File: src/rtl/jlsp_mul.sv
`default_nettype none
// Shared 32x32 unsigned multiplier, product registered
module jlsp_mul (
  input  wire logic        clk,
  input  wire logic [31:0] a,
  input  wire logic [31:0] b,
  output logic      [63:0] p
);

  always_ff @(posedge clk) begin
    p <= 64'(a) * 64'(b);
  end

endmodule
`default_nettype wire

File: config.mk
export PLATFORM = sky130hd
export DESIGN_NAME = jlsp_mul
export DESIGN_NICKNAME = d
export VERILOG_FILES = /design/src/rtl/jlsp_mul.sv
export SDC_FILE = /design/constraint.sdc
export NUM_CORES = 2
export LEC_CHECK = 0
export ABC_CLOCK_PERIOD_IN_PS = 7400
export BUFFER_PORTS_ARGS = -buffer_cell sky130_fd_sc_hd__buf_2
export CORE_UTILIZATION = 30
export DETAILED_ROUTE_END_ITERATION = 8
export PLACE_DENSITY_LB_ADDON = 0.1
export SETUP_SLACK_MARGIN = 0.05
export SYNTH_ARGS = -nofsm -noshare
export SYNTH_HDL_FRONTEND = slang
export SYNTH_SLANG_ARGS = --single-unit
File: constraint.sdc
create_clock -name clk -period 7.4 [get_ports clk]
set_input_delay 0.37 -clock clk [delete_from_list [all_inputs] [get_ports clk]]
set_output_delay 0.37 -clock clk [all_outputs]
set_load 0.01 [all_outputs]
# Word-level counts from Yosys, hierarchy flattened
# Index checks and enable logic that the tools add are counted.
[word_totals]
out_inout_bits = 64
input_bits = 65
regBits = 64
wordCells = 2
[classes]
mul = 1
[op_table]
columns = ["operator", "n"]
rows = [
  ["$mul A32 B32 Y64", 1],
]

# Longest topological paths before layout
[logic_depth]
word_depth = 1
depth_mapped = 29
ltp_nobuf = 27

# Worst setup path before layout
# OpenSTA, ideal clock, no wires.
[synth_path]
path_type = "input to register"
from = "input a[25]"
to = "register p[62]"
stages = 25
setup_slack_ps = 277
path_buffers = 2
arrival_ps = 7051
setup_time_ps = 72
required_time_ps = 7328
cell_sequence = "clkbuf_1 nand2_1 fa_1 inv_1 fa_1 inv_1 fa_1 inv_1 fa_1 fa_1 fa_1 fa_1 inv_1 fa_1 inv_1 ha_1 buf_2 nand4_1 or4_1 or3_1 a31oi_1 a31o_2 a211oi_1 o21ai_1 xor2_1"
[synth_via]
elab_chain_cells = 1
[synth_lines]
columns = ["element", "line", "source"]
rows = [
  ["start: declaration", "5", "input wire logic [31:0] a,"],
  ["$mul A32 B32 Y64", "11", "p <= 64'(a) * 64'(b);"],
  ["end signal: assignment", "11", ""],
  ["end: declaration", "7", "output logic [63:0] p"],
]
# Every way passes these cells.

# Worst setup path after layout
[layout_path]
from = "input a[17]"
to = "register p[58]"
# The elaborated chain is that of the path after synthesis.

==> flow_metrics.tcl <==
set metrics [dict create \
    drc 16 \
    synthArstFlopShare_pct 0 \
    multi_input_area_mm2 0.02953 \
    synth_edf_count 0 \
    path_clk_slew_ns 0.06 \
    period_needed_ns 7.210 \
    maxSlewHeadroom_pct 58.07 \
    wl_met2_um 60740 \
    place.gp.congestion 0.8086 \
    io_buffer_count 128 \
    crit_required_ns 7.63 \
    cts_tree "yes" \
    holdPathStages 3 \
    fin_setup_tns_ns 0 \
    clock_path_buffers 2 \
    highest_layer "met5" \
    dp_hpwl_um 97030 \
    fin_crit_sh_pct 97.44 \
    fillers 12050 \
    hold_path_end "p[0]" \
    crit_path_end_kind "flop" \
    io_pins 129 \
    synth-seq-area-share_pct 3.695 \
    grt_pass1_wl_um 170200 \
    wl_per_cell_um 19.67 \
    synthFlopType "dfxtp_1" \
    clock_sinks 64 \
    antenna_cells 0 \
    synth-seq-cells 64 \
    rsz0062_at_grt "true" \
    die_area_mm2 0.1170 \
    cts_made_buffers 9 \
    cp.arrival_ns 7.44 \
    htreeDepth 3 \
    tightest_slew_ns 0.6244 \
    root_buffer "clkbuf_16" \
    status "complete, but fails checks" \
    largest_register_ffs 64 \
    holdCritPathClass "in -> reg" \
    ant_nets 0 \
    track_usage_pct 19.34 \
    synth_fp_nets 4972 \
    fmax_ghz 0.1387 \
    worst-path-max-fanout 12 \
    area_delta_synth_final_pct 16.15 \
    syn_inst 3748 \
    wl_met3_um 1915 \
    violations "design-rule violations" \
    num_vias 24910 \
    reg_top3 "p: 64 flops" \
    top_register "p" \
    drive_gt1_share_pct 14.36 \
    die_h_um 342.0 \
    gr-total-overflow 0 \
    vias_per_cell 4.489 \
    design_area_mm2 0.04028 \
    setup_viol 0 \
    wirelength_um 109200 \
    startpoint_type "primary input" \
    maxSlewViolCount 0 \
    netlist_area_mm2 0.03468 \
    post_dp_cell_area_mm2 0.03933 \
    num_rows 124 \
    yosys_warnings 0 \
    start_util_pct 30.28 \
    worstSetupPathType "in -> reg" \
    drt-initial-drc-count 822 \
    regArea_mm2 0.001281 \
    hold_start "b[0]" \
    drtPass1Iterations 7 \
    grt_pass1_vias 28380 \
    cts_hold_buf 0 \
    wl_met1_um 43840 \
    die_w_um 342.0 \
    ys_types 57 \
    core_area_mm2 0.1145 \
    antenna_found_initial 8 \
    drv_cap 0 \
    hold_viol_final 0 \
    layout.nets 5257 \
    syn_avg_cell_area_um2 9.252 \
    grt_max_degree 24 \
    finish.utilization_pct 35.18 \
]
==> cell usage after synthesis, drive strengths merged, types with 2 or more instances <==
master  count  area [µm²]
a21o       40       300.3
xnor2      35       306.5
inv       865        3247
nor3        7       35.03
a311oi      2       17.52
o21bai     11       86.33
or3         3       18.77
and2      602        3766
or2         3       18.77
and4        3       26.28
a211oi      3       22.52
nand4      23       143.9
dfxtp      64        1281
nand2b      2       12.51
fa        896       17940
nand2     480        1802
xor2       25       219.0
o21a        9       67.56
a21oi      66       341.6
a31oi      12       75.07
o221a       2       22.52
clkbuf    213       799.5
nor2b       2       12.51
o221ai      3       26.28
and3b       2       17.52
buf         7       33.78
a221o       4       40.04
o21ai      26       130.1
o211ai      2       15.01
or4         3       22.52
nor2       20       75.07
nand3      10       50.05
a21boi      3       22.52
a221oi      4       87.59
o31ai       5       78.82
ha        263        3291
and3       14       87.58
==> metrics by stage <==
stage / hold slack [ns] / std cells / worst slack (ns)
after floorplan: 0.4973 / 3748 / 0.2773
final: 0.7433 / 5550 / 0.1897
after global placement: 0.7650 / 5521 / -0.5206
after CTS: 0.7205 / 5538 / 0.06096
after detailed placement: 0.7630 / 5521 / -0.5495
after global routing: 0.7548 / 5550 / 0.03044
==> metal layers <==
metal / global-route usage [%] / vias to the layer above
met5: 0 / -
met4: 4.176 / 4
met3: 1.437 / 96
met2: 37.42 / 290
met1: 23.03 / 13110
li1: - / 11410
==> cell type report <==
cell class                 count  share of cell area, %
multi-input combinational   2599                  73.31
tap                         1512                  4.697
clock inverter                 6                 0.1491
timing repair buffer         494                  10.04
sequential                    64                  3.181
clock buffer                  10                 0.5685
inverter                     865                  8.061
==> cell families after synthesis <==
group	count (synthesis)	share of synthesized area (%)
simple gates	1177	17.62
xor+xnor	60	1.515
buf+inv	1085	11.77
mux	1	0.02887
flops	64	3.695
compound gates	202	4.153
fa+ha+maj	1159	61.22
==> critical path, stage by stage <==
cell	delay [ns]
buf_2	0.19
buf_12	0.19
and2_1	0.18
fa_1	0.53
inv_1	0.05
fa_1	0.55
fa_1	0.45
fa_2	0.66
fa_2	0.46
fa_1	0.55
fa_1	0.45
fa_1	0.56
inv_2	0.06
ha_4	0.26
nand4_1	0.13
or4_4	0.55
a2bb2oi_2	0.18
o211a_1	0.18
a31oi_4	0.24
buf_6	0.15
a31o_4	0.16
a211oi_2	0.09
buf_4	0.14
xnor2_1	0.11
==> repair_timing <==
action,4_1_cts,5_1_grt
endpoints found under the hold margin,0,0
endpoints found under the setup margin,12,21
cloned,0,2
gates resized for setup,27,130
buffers inserted,1,11
pin swaps,4,44
==> worst max-delay path by stage <==
stage | startpoint | endpoint | slack, ns | depth (start not counted)
5_1_grt | a[24] | p[56] | 0.03 | 27
4_1_cts | b[2] | p[62] | 0.06 | 23
3_3_place_gp | b[9] | p[62] | -0.52 | 25
2_1_floorplan | a[25] | p[62] | 0.28 | 25
3_5_place_dp | b[9] | p[62] | -0.55 | 25
6_report | a[17] | p[58] | 0.19 | 24
==> layout by cell type, fill, tap and decap left out, types with 39 or more instances in the layout <==
master and count:
and2_1 598, ha_1 261, dfxtp_1 64, nand2_1 479, inv_1 855, buf_4 334, fa_1 880, a21o_1 39
buf_2 94, a21oi_1 55
Power is not shown: default switching activity piles up to over one toggle a cycle in this logic, so the estimate is an artifact.
