$ cat src/rtl/jlsp_div.sv
`default_nettype none
// Restoring divider, one quotient bit per cycle, 64 quotient bits
module jlsp_div (
  input  wire logic        clk,
  input  wire logic        rst,
  input  wire logic        start,
  input  wire logic [63:0] dividend,
  input  wire logic [31:0] divisor,
  output logic             done,
  output logic      [63:0] quotient
);

  logic [31:0] rem;
  logic [31:0] dvs;
  logic [5:0]  cnt;
  logic        run;
  logic [32:0] trial;
  logic        fits;

  assign trial = {rem, quotient[63]};
  assign fits  = trial >= {1'b0, dvs};

  always_ff @(posedge clk) begin
    if (rst) begin
      run  <= 1'b0;
      done <= 1'b0;
      cnt  <= '0;
    end else begin
      done <= 1'b0;
      if (start) begin
        rem      <= '0;
        quotient <= dividend;
        dvs      <= divisor;
        cnt      <= '0;
        run      <= 1'b1;
      end else if (run) begin
        rem      <= fits ? 32'(trial - {1'b0, dvs}) : trial[31:0];
        quotient <= {quotient[62:0], fits};
        cnt      <= cnt + 6'd1;
        if (cnt == 6'd63) begin
          run  <= 1'b0;
          done <= 1'b1;
        end
      end
    end
  end

endmodule
`default_nettype wire

$ cat config.mk
export PLATFORM = sky130hd
export DESIGN_NAME = jlsp_div
export DESIGN_NICKNAME = d
export VERILOG_FILES = /design/src/rtl/jlsp_div.sv
export SDC_FILE = /design/constraint.sdc
export NUM_CORES = 1
export LEC_CHECK = 0
export BUFFER_PORTS_ARGS = -buffer_cell sky130_fd_sc_hd__buf_2
export CORE_MARGIN = 2
export CORE_UTILIZATION = 55
export CTS_CLUSTER_DIAMETER = 50
export DETAILED_ROUTE_END_ITERATION = 7
export GPL_TIMING_DRIVEN = 0
export PLACE_DENSITY = 0.81
export SKIP_LAST_GASP = 1
export SLEW_MARGIN = 20
export SYNTH_ARGS = -nofsm -noshare
export SYNTH_HDL_FRONTEND = slang
export SYNTH_SLANG_ARGS = --single-unit
$ cat constraint.sdc
create_clock -name clk -period 6.5 [get_ports clk]
set_input_delay 0.325 -clock clk [delete_from_list [all_inputs] [get_ports clk]]
set_output_delay 0.325 -clock clk [all_outputs]
set_load 0.005 [all_outputs]
Word level (Yosys, flattened, before mapping)
Cells that the tools add are included.

Reductions and logical operators: 5. Shift-type cells: 0. Eq/ne operators: 1. Multiply operators: 0. Magnitude comparators: 1. Add/subtract/negate cells: 2. Div/mod/pow operators: 0. Muxes and demuxes: 8. Bitwise operators: 2.

Operators by type and width (number): 64-bit 2-to-1 mux (2); 32-bit 2-to-1 mux (2); 33-bit by 32-bit greater-or-equal comparator with 1-bit output (1); 32-bit subtractor (1); 6-bit by 1-bit adder with 6-bit output, second input constant (1); 6-bit equality test, second input constant (1); 1-bit 2-to-1 mux (4); 2-bit AND reduction (2); 3-bit OR reduction (1); 1-bit NOT (2); 2-bit nonzero test (1); 2-bit OR reduction (1).

Memory bits (writable): 0. Latch bits: 0. Output and inout port bits: 65. Memories kept: 0. Memory bits (read-only): 0. Flip-flop bits (word level): 136.

Logic depth before layout (Yosys ltp)
Gate-level depths: netlist of run 1.

Depth after elaboration: 4. Gate-level depth with buffers: 13.

Least setup slack after synthesis of run 1
Ideal clock, no wire load.

Kind: input to register. Start: input port start. End: register quotient[0], enable pin. Buffers on the path: 3. Stages on the path: 5. Arrival: 5.259 ns. Slack: 0.688 ns. Path through: buf_2 buf_1 clkbuf_1 nor2_1 nor2_1.

Cells in the longest elaborated chain, start to end: 2.

Ends and longest elaborated chain: start, declared (line 6) `input wire logic start,`; 2-bit nonzero test (no source line); 2-bit AND reduction (no source line); end signal, assigned (line 32) `quotient <= dividend;`; end signal, assigned (line 38) `quotient <= {quotient[62:0], fits};`; end, declared (line 10) `output logic [63:0] quotient`.

Every way passes these cells. A chain may end at the register's enable or synchronous reset.

Worst setup path after layout of run 1
Start: register quotient[63]. End: register rem[30], data pin.

Cells in the longest elaborated chain, start to end: 3. Elaborated cells between the ends (all ways): 4. Classes of those cells: add/sub (1); order compare (1); mux (2).

Ends and longest elaborated chain: 32-bit subtractor or 33-bit by 32-bit greater-or-equal comparator with 1-bit output (tied branches) (line 37, 21); 32-bit 2-to-1 mux (*) (line 37) `rem <= fits ? 32'(trial - {1'b0, dvs}) : trial[31:0];`; 32-bit 2-to-1 mux (*) (line 36) `end else if (run) begin`; end signal, assigned (line 37); end, declared (line 13) `logic [31:0] rem;`.

Every way passes the cells marked *; elsewhere a longest branch is shown, timed or not. The select of a mux whose other input is x is not followed.

==> results by group, run 1 <==
Status
  – Status: complete, no violations

Place
  – # placed instances: 973
  – IO Port Bufs: between 150 and 200
  – Post-Place Worst Slack: 3.383 ns
  – Post-DP HPWL: 12.47 mm
  – GPL Wtd Cong: 0.8973

Synth
  – Dominant cell type by area after synthesis: edfxtp_1
  – Synth Register Bits: 136
  – Syn Area/Cell: 11.74 µm²
  – Post-synth EDFFs: 128
  – Sequential share of the synthesized area: 54.05%
  – Ys Warns: 0
  – FFs w/ async S/R, synth: 0%
  – Mapped Area: ~7400 µm²
  – Synth top area cells: edfxtp_1, mux2_2, ha_1, nor2_1, a21oi_1
  – Yosys cell types: 61
  – Post-synth top flop: edfxtp_1
  – Most frequent cells after synthesis: edfxtp_1, nor2_1, mux2_2, a21oi_1, inv_1
  – Top cell type's share of synthesized area: between 50 and 60%
  – Syn_nets: 764
  – Synthesized instance count: 631
  – Most common cell in the netlist: edfxtp_1

Timing
  – Final Hold Vio Count: 0
  – Crit path time final: around 3.2 ns
  – Setup_tns: 0 ns
  – FMAX: about 310 MHz
  – Slew HR: 49.85%
  – Layout Skew: 0.01180 ns
  – Final Max Slew Viols: 0
  – Hold slack: 0.07029 ns
  – Setup-failing EPs final: 0
  – RSZ-0062 raised after global routing: no
  – Worst-Margin Slew: 0.7505 ns
  – Final worst setup slack: 3.317 ns
  – Period utilization: 48.97%

Clock network
  – Root Driver: clkbuf_16
  – Clk sinks: about 140
  – Post-CTS Hold Buffers: 0
  – Reg clk slew, reported paths: 0.07 ns
  – TritonCTS clock tree: yes
  – Total CTS buffers: 17
  – Worst-Skew Late Latency: 0.43 ns
  – H-tree depth: 4
  – Max clock buf depth: 2
  – Post-CTS Setup Bufs: 0
  – Post-cts sizing count: 0

Drt
  – M1 WL: 6.930 mm
  – DRC: 0
  – Vias: 5538
  – Via/cell ratio: 5.510
  – Total wire length: 16.96 mm
  – WL met2: 8.350 mm
  – DR WL/cell: 16.88 µm
  – Drt first pass iters: 5
  – Met3 WL post-DR: 1.317 mm
  – DR iter-0 viols: 343
  – Antenna Nets Post-Route: 0
  – Highest routed layer: met4

Critical path
  – Crit-path max cell delay: 0.39 ns
  – Critical Path Sink Type: register
  – FF-to-FF path depth: 12
  – Worst setup SP type: register
  – Cell Chain, Critical Path: inv_1, ha_1, fa_1, nor2b_1, o21bai_1, a211oi_2, nor4_1, o31a_1, o311ai_1, xor2_1, mux2i_1, nor2_1
  – Critical path data required time: 6.66 ns
  – WS Path Type: register to register
  – Max FO, Critical Path: 3
  – Critical Path AT: between 3 and 4 ns
  – Critical Path Slowest Stage Cell: edfxtp_1

Die
  – Initial Util: between 50% and 60%
  – IO Count: 164
  – Core ar.: 13190 µm²
  – Die ar.: 14410 µm²
  – Cell Rows: 42
  – Die Height: about 120 µm
  – Die Span X: 120.1 µm

Cells and area
  – Antenna Cells: 0
  – Multi-input gate area: 3126 µm²
  – Layout fillers: 945
  – Register area: 4004 µm²
  – Syn-to-layout area delta: 23.07%
  – Nets: 949
  – Share of cells above drive strength 1: a little over a third
  – Layout Cells excl Fill: 1005

Global route
  – Largest net degree at the start of global routing: 30
  – Grt ovf: 0
  – Number of global-route vias before repair: 5703
  – Initial antenna violation count: 0
  – First-pass GRT wire length: 27.50 mm
  – Total GRT Usage: around 24%

Pwr
  – Worst VDD drop: 0.0001970 V
  – Pleak: 3.829 nW
  – Total power: 2.629 mW
  – Power Density: slightly below 300 nW/µm²

Job
  – Max-cap violations: 0

Min path
  – Cell depth of the worst hold path: 1
  – Hold WC Path Type: primary input to register
## metrics by stage
| step | area (µm²) | utilization, % |
|---|---|---|
| after detailed placement | 8548 | 64.81 |
| final | 9116 | 69.11 |
| after global routing | 9116 | 69.11 |
| after floorplan | 7407 | - |
| after CTS | 9116 | 69.11 |
| after global placement | 8438 | 63.97 |
## logic make-up (layout without fill, tap and decap cells)
family,Yosys count,count (layout),share of synthesized area (%)
xor gates and xnor gates,28,28,3.311
muxes,75,75,11.22
buffers and inverters,72,270,3.953
and+or+nand+nor,164,164,10.41
adders and majority gates,34,34,5.845
AOI/OAI and AO/OA,122,122,11.22
DFF,136,136,54.05
## placed cells by master (no fill, tap or decap), types with 5 or more instances in the layout
master	instances
nor4_1	5
a21o_1	16
dfxtp_1	8
mux2i_1	11
clkbuf_16	17
buf_1	6
clkbuf_1	11
nor2_1	74
ha_1	33
inv_6	5
xnor2_1	13
edfxtp_1	128
inv_1	41
nand4_1	11
nand3_1	9
nor3_1	9
xor2_1	15
nand2_1	26
mux2_2	63
buf_2	174
o21ai_0	14
or3_1	5
a21oi_1	47
## power breakdown
group	internal [mW]	leakage, nW	switching (mW)
registers	1.05	1.29	0.0318
logic	0.264	2.27	0.350
clock network	0.534	0.271	0.402
## critical path, delay by kind of cell, from the launching register on
kind	cells	cell delay [ns]
buffers and inverters	1	0.06
AND/OR/NAND/NOR	3	0.41
multiplexers	1	0.15
flip-flops	1	0.39
XOR/XNOR	1	0.12
adder cells (fa/ha/maj)	2	0.61
AO/OA/AOI/OAI	4	1.17
## per-layer routing
metal | vias up | GRT usage, %
met3 | 31 | 8.840
met2 | 222 | 40.63
met4 | 0 | 8.382
li1 | 2693 | -
met1 | 2592 | 29.48
met5 | - | 0
## final timing paths
| path | start | end | slack, ns |
|---|---|---|---|
| setup / recovery | quotient[63] | rem[30] | 3.32 |
| hold / removal | divisor[10] | dvs[10] | 0.07 |
| setup reg to reg | quotient[63] | rem[30] | 3.32 |
| hold reg to reg | cnt[5] | cnt[5] | 0.50 |
## sequential cells by signal (all words and copies together) (netlist names)
name and count:
quotient 64, cnt 6, run 1, dvs 32, rem 32, done 1
## final cells by class
cell class | instances | share of cell area, %
plain buffers | 31 | 1.523
clock buffers | 17 | 4.666
clock inverters | 15 | 1.565
inverters | 41 | 1.688
multi-input cells | 423 | 34.28
flip-flops and latches | 136 | 43.92
well taps | 176 | 2.416
repair buffers | 166 | 9.937
Power figures use the tool's default switching activity.
==> inputs of run 2 (changes only) <==
clock period = 3.3 ns   (was 6.5 ns; I/O delays follow)
==> results by group, run 2 (same netlist as run 1, synthesis figures left out) <==
Drt
  – Antenna Nets Post-Route: 0
  – Total wire length: about 18 mm
  – Via/cell ratio: around 5.4
  – DR WL/cell: 16.95 µm
  – Drt first pass iters: 5
  – DRC: 0
  – Vias: between 5000 and 6000
  – DR iter-0 viols: 334

Global route
  – Met1 Track Usage GR: 30.96%
  – Met2 GRT Util: 42.65%
  – Grt ovf: 0
  – Met3 Use GR: about 8%
  – Total GRT Usage: around a quarter
  – Initial antenna violation count: 0
  – Largest net degree at the start of global routing: 30
  – Number of global-route vias before repair: between 6000 and 7000
  – First-pass GRT wire length: 28.84 mm
  – GR peak layer: met2

Timing
  – Final worst setup slack: around 0.18 ns
  – RSZ-0062 raised after global routing: no
  – Crit path time final: 3.117 ns
  – Slew HR: about half
  – Worst-Margin Slew: 0.7381 ns
  – Setup-failing EPs final: 0
  – Hold slack: 0.02368 ns
  – Layout Skew: between 0.01 and 0.015 ns
  – Final Hold Vio Count: 0
  – Final Max Slew Viols: 0
  – Setup_tns: 0 ns
  – FMAX: 320.9 MHz
  – Period utilization: 94.44%

Cells and area
  – Max FFs per register: 64
  – Most common cell after layout, fill and taps aside: buf_2
  – Share of cells above drive strength 1: 33.80%
  – Nets: between 900 and 1000
  – Biggest regs: quotient (64), dvs (32), rem (32)
  – Post-layout instance area: 9443 µm²
  – Most frequent cells in the layout: buf_2, edfxtp_1, nor2_1
  – Top reg by flops: quotient
  – Syn-to-layout area delta: 27.48%
  – Antenna Cells: 0

Critical path
  – CP bufs+invs: 2
  – Crit-path max cell delay: 0.42 ns
  – Delay-heaviest family, CP: compound AO/OA/AOI/OAI gates
  – Critical Path AT: 3.27 ns
  – Critical path data required time: 3.46 ns
  – Critical Path Slowest Stage Cell: edfxtp_1
  – Worst setup SP type: register
  – WS Path Type: register to register
  – Cell Chain, Critical Path: ha_1, buf_2, nand4_1, or3_1, a211oi_2, o21a_2, o22a_1, buf_4, mux2i_1, nor2_1
  – Critical Path Sink Type: register
  – Max FO, Critical Path: 10

Status
  – Status: complete, no violations

Clock network
  – H-tree depth: 4
  – Root Driver: clkbuf_16
  – Max clock buf depth: 2
  – Reg clk slew, reported paths: 0.06 ns
  – Total CTS buffers: 17
  – Worst-Skew Late Latency: 0.42 ns
  – TritonCTS clock tree: yes
  – Clk sinks: 136

Pwr
  – Clock power share: 34.9%
  – Comb power frac: approximately a quarter
  – Pleak: 3.964 nW
  – Net Sw Power: roughly 1.5 mW
  – Sw Ratio: 29.43%
  – Worst VDD drop: 0.0004574 V
  – Power Internal: 3.657 mW
  – Total power: 5.182 mW
  – Flop pwr share: 41.1%
  – Power Density: 548.8 nW/µm²

Die
  – Core ar.: 13190 µm²
  – Initial Util: a little under three fifths
  – Cell Rows: 42
  – Die ar.: 14410 µm²
  – Die Height: 120.1 µm
  – IO Count: 164
  – Die Span X: 120.1 µm

Min path
  – Hold WC Path Type: primary input to register

Place
  – GPL Wtd Cong: around 0.91
  – Post-DP HPWL: 13.01 mm
  – IO Port Bufs: 162
  – Post-Place Worst Slack: around 0.18 ns
  – Placed Area: approximately 8600 µm²

Job
  – Max-cap violations: 0
==> run 2: changes by cell type in the layout (fill, tap and decap cells not counted), moves of 2 or more <==
| cell | before | now |
|---|---|---|
| dlygate4sd3_1 | 0 | 32 |
| inv_6 | 5 | 2 |
| clkbuf_1 | 11 | 13 |
| clkinv_2 | 1 | 3 |
==> run 2: what timing repair did <==
| action | 4_1_cts | 5_1_grt |
|---|---|---|
| hold buffers | 32 | 0 |
| buffers inserted | 0 | 0 |
| resized for setup | 0 | 2 |
| hold endpoints to repair | 32 | 0 |
| endpoints found under the setup margin | 0 | 3 |
==> run 2: layout make-up <==
| class | instances | area, µm² |
|---|---|---|
| buffer | 31 | 138.9 |
| clock buffer | 19 | 432.9 |
| clock inverter | 13 | 123.9 |
| fill | 941 | 3747 |
| inverter | 41 | 153.9 |
| multi-input combinational | 423 | 3136 |
| sequential | 136 | 4004 |
| tap | 176 | 220.2 |
| timing repair buffer | 198 | 1234 |
==> run 2: power by group through the flow <==
stage	logic (mW)	registers, mW	clock network (mW)
after floorplan	0.847	2.15	0
after global placement	1.14	2.16	0
after detailed placement	1.19	2.16	0
after CTS	1.23	2.13	1.84
after global routing	1.37	2.14	1.90
final	1.24	2.13	1.81
==> run 2: worst reg2reg max path, cell delays in order (launching register included) <==
cell,delay (ns)
edfxtp_1,0.42
ha_1,0.29
buf_2,0.17
nand4_1,0.15
or3_1,0.42
a211oi_2,0.20
o21a_2,0.24
o22a_1,0.34
buf_4,0.31
mux2i_1,0.25
nor2_1,0.06
==> run 2: path summary, 6_finish.rpt <==
path / startpoint / end / slack, ns / cells past startpoint
worst max-delay path: rem[19] / rem[17] / 0.18 / 10
worst min-delay path: dividend[0] / quotient[0] / 0.02 / 2
worst min register to register: cnt[5] / cnt[5] / 0.49 / 2
worst max register to register: rem[19] / rem[17] / 0.18 / 10
==> run 2: metrics by stage <==
| step | utilization [%] | instances |
|---|---|---|
| after floorplan | - | 631 |
| after global placement | 64.03 | 969 |
| after detailed placement | 64.86 | 973 |
| after CTS | 71.51 | 1037 |
| after global routing | 71.59 | 1037 |
| final | 71.59 | 1037 |
==> run 2: routing by layer <==
metal / share of wire (%) / vias up
met5: 0 / -
li1: - / 2751
met3: 6.8 / 27
met2: 49 / 193
met4: 1.7 / 0
met1: 42 / 2672
==> inputs of run 3 (changes only) <==
RECOVER_POWER = 100   (was not set)
==> results by group, run 3 (same netlist as run 1, synthesis figures left out) <==
Status
  – Status: complete, no violations

Clock network
  – Clk sinks: 136
  – Max clock buf depth: 2
  – Reg clk slew, reported paths: 0.06 ns
  – Root Driver: clkbuf_16
  – TritonCTS clock tree: yes
  – H-tree depth: 4
  – Total CTS buffers: 17
  – Worst-Skew Late Latency: 0.42 ns
  – Post-CTS Setup Bufs: 0

Die
  – Die Height: 120.1 µm
  – IO Count: roughly 160
  – Initial Util: ~56%
  – Core ar.: 13190 µm²
  – Die ar.: approximately 14000 µm²
  – Cell Rows: 42
  – Die Span X: around 120 µm

Timing
  – Crit path time final: 3.141 ns
  – Final Hold Vio Count: 0
  – RSZ-0062 raised after global routing: no
  – Period utilization: 95.19%
  – Hold slack: about 0.024 ns
  – Final worst setup slack: 0.1588 ns
  – Final Max Slew Viols: 0
  – Setup_tns: 0 ns
  – Slew HR: 20.95%
  – Worst-Margin Slew: 1.186 ns
  – Layout Skew: 0.01203 ns
  – FMAX: about 320 MHz
  – Setup-failing EPs final: 0

Cells and area
  – Most frequent cells in the layout: buf_2, edfxtp_1, nor2_1
  – Register area: roughly 4000 µm²
  – Biggest regs: quotient (64), dvs (32), rem (32)
  – Nets: 981
  – Max FFs per register: 64
  – Share of cells above drive strength 1: 28.80%
  – Layout fillers: 978
  – Syn-to-layout area delta: 25.90%
  – Antenna Cells: 0
  – Final Core Density: 70.70%
  – Layout Cells excl Fill: roughly 1000
  – Post-layout instance area: slightly above 9000 µm²
  – Multi-input gate area: approximately 3100 µm²
  – Top reg by flops: quotient

Drt
  – Drt first pass iters: 5
  – DR WL/cell: 16.93 µm
  – DRC: 0
  – Antenna Nets Post-Route: 0
  – DR iter-0 viols: 361
  – Vias: about 5700
  – Via/cell ratio: 5.451
  – Total wire length: 17.56 mm

Global route
  – Met1 Track Usage GR: between 30% and 40%
  – First-pass GRT wire length: around 29 mm
  – Total GRT Usage: 25.42%
  – Largest net degree at the start of global routing: 30
  – Grt ovf: 0
  – Initial antenna violation count: 0
  – Number of global-route vias before repair: 6020
  – Met3 Use GR: 7.985%
  – GR peak layer: met2
  – Met2 GRT Util: 42.65%

Place
  – IO Port Bufs: 162
  – Post-DP HPWL: between 10 and 15 mm
  – # placed instances: 973
  – Post-Place Worst Slack: 0.1753 ns
  – Placed Area: 8556 µm²
  – GPL Wtd Cong: just over 0.9

Critical path
  – Critical Path Slowest Stage Cell: or3_1
  – Critical Path Sink Type: register
  – WS Path Type: register to register
  – Crit-path max cell delay: about 0.43 ns
  – Critical path data required time: 3.46 ns
  – Critical Path AT: around 3.3 ns
  – Cell Chain, Critical Path: ha_1, clkbuf_2, nand4_1, or3_1, a211oi_2, o21a_2, o22a_1, buf_4, mux2i_1, nor2_1
  – Worst setup SP type: register
  – Max FO, Critical Path: 10

Job
  – Max-cap violations: 0

Pwr
  – Worst VDD drop: 0.0004636 V
  – Pleak: 3.828 nW
  – Power Density: roughly 550 nW/µm²
  – Total power: 5.166 mW

Min path
  – Hold WC Path Type: primary input to register
==> run 3: cell count changes in the layout (fill, tap and decap cells not counted), sizes merged <==
cell	delta
buf	-54
clkbuf	+54
==> run 3: routing by layer <==
layer	vias up	routed length [µm]
li1	2749	-
met1	2677	7483
met2	200	8613
met3	27	1162
met4	0	301
met5	-	0
==> run 3: what timing repair did <==
| item | CTS | global route |
|---|---|---|
| hold buffers | 32 | 0 |
| endpoints found under the hold margin | 32 | 0 |
| gates resized for setup | 0 | 2 |
| endpoints found under the setup margin | 0 | 3 |
==> run 3: critical path: cells and delay by family (launching register included) <==
family	cells	cell delay (ns)
AO/OA/AOI/OAI	3	0.78
AND/OR/NAND/NOR	3	0.65
buffers and inverters	2	0.49
flip-flops	1	0.42
adder cells (fa/ha/maj)	1	0.30
multiplexers	1	0.24
==> run 3: power by group <==
group,total (mW),internal [mW],switching (mW)
combinational,1.22,0.528,0.694
clock,1.81,1.05,0.767
sequential,2.13,2.07,0.0653
total,5.17,3.64,1.53
==> run 3: layout make-up <==
class | instances | share of cell area [%]
clock inverter | 13 | 1.328
sequential | 136 | 42.94
clock buffer | 19 | 4.642
multi-input combinational | 423 | 33.54
buffer | 31 | 1.476
timing repair buffer | 198 | 12.06
tap | 176 | 2.361
inverter | 41 | 1.650
==> run 3: worst paths after layout <==
path	start	endpoint	slack (ns)	cells after the start
hold reg to reg	cnt[5]	cnt[5]	0.49	2
hold / removal	dividend[0]	quotient[0]	0.02	2
setup reg to reg	rem[19]	rem[17]	0.16	10
setup / recovery	rem[19]	rem[17]	0.16	10
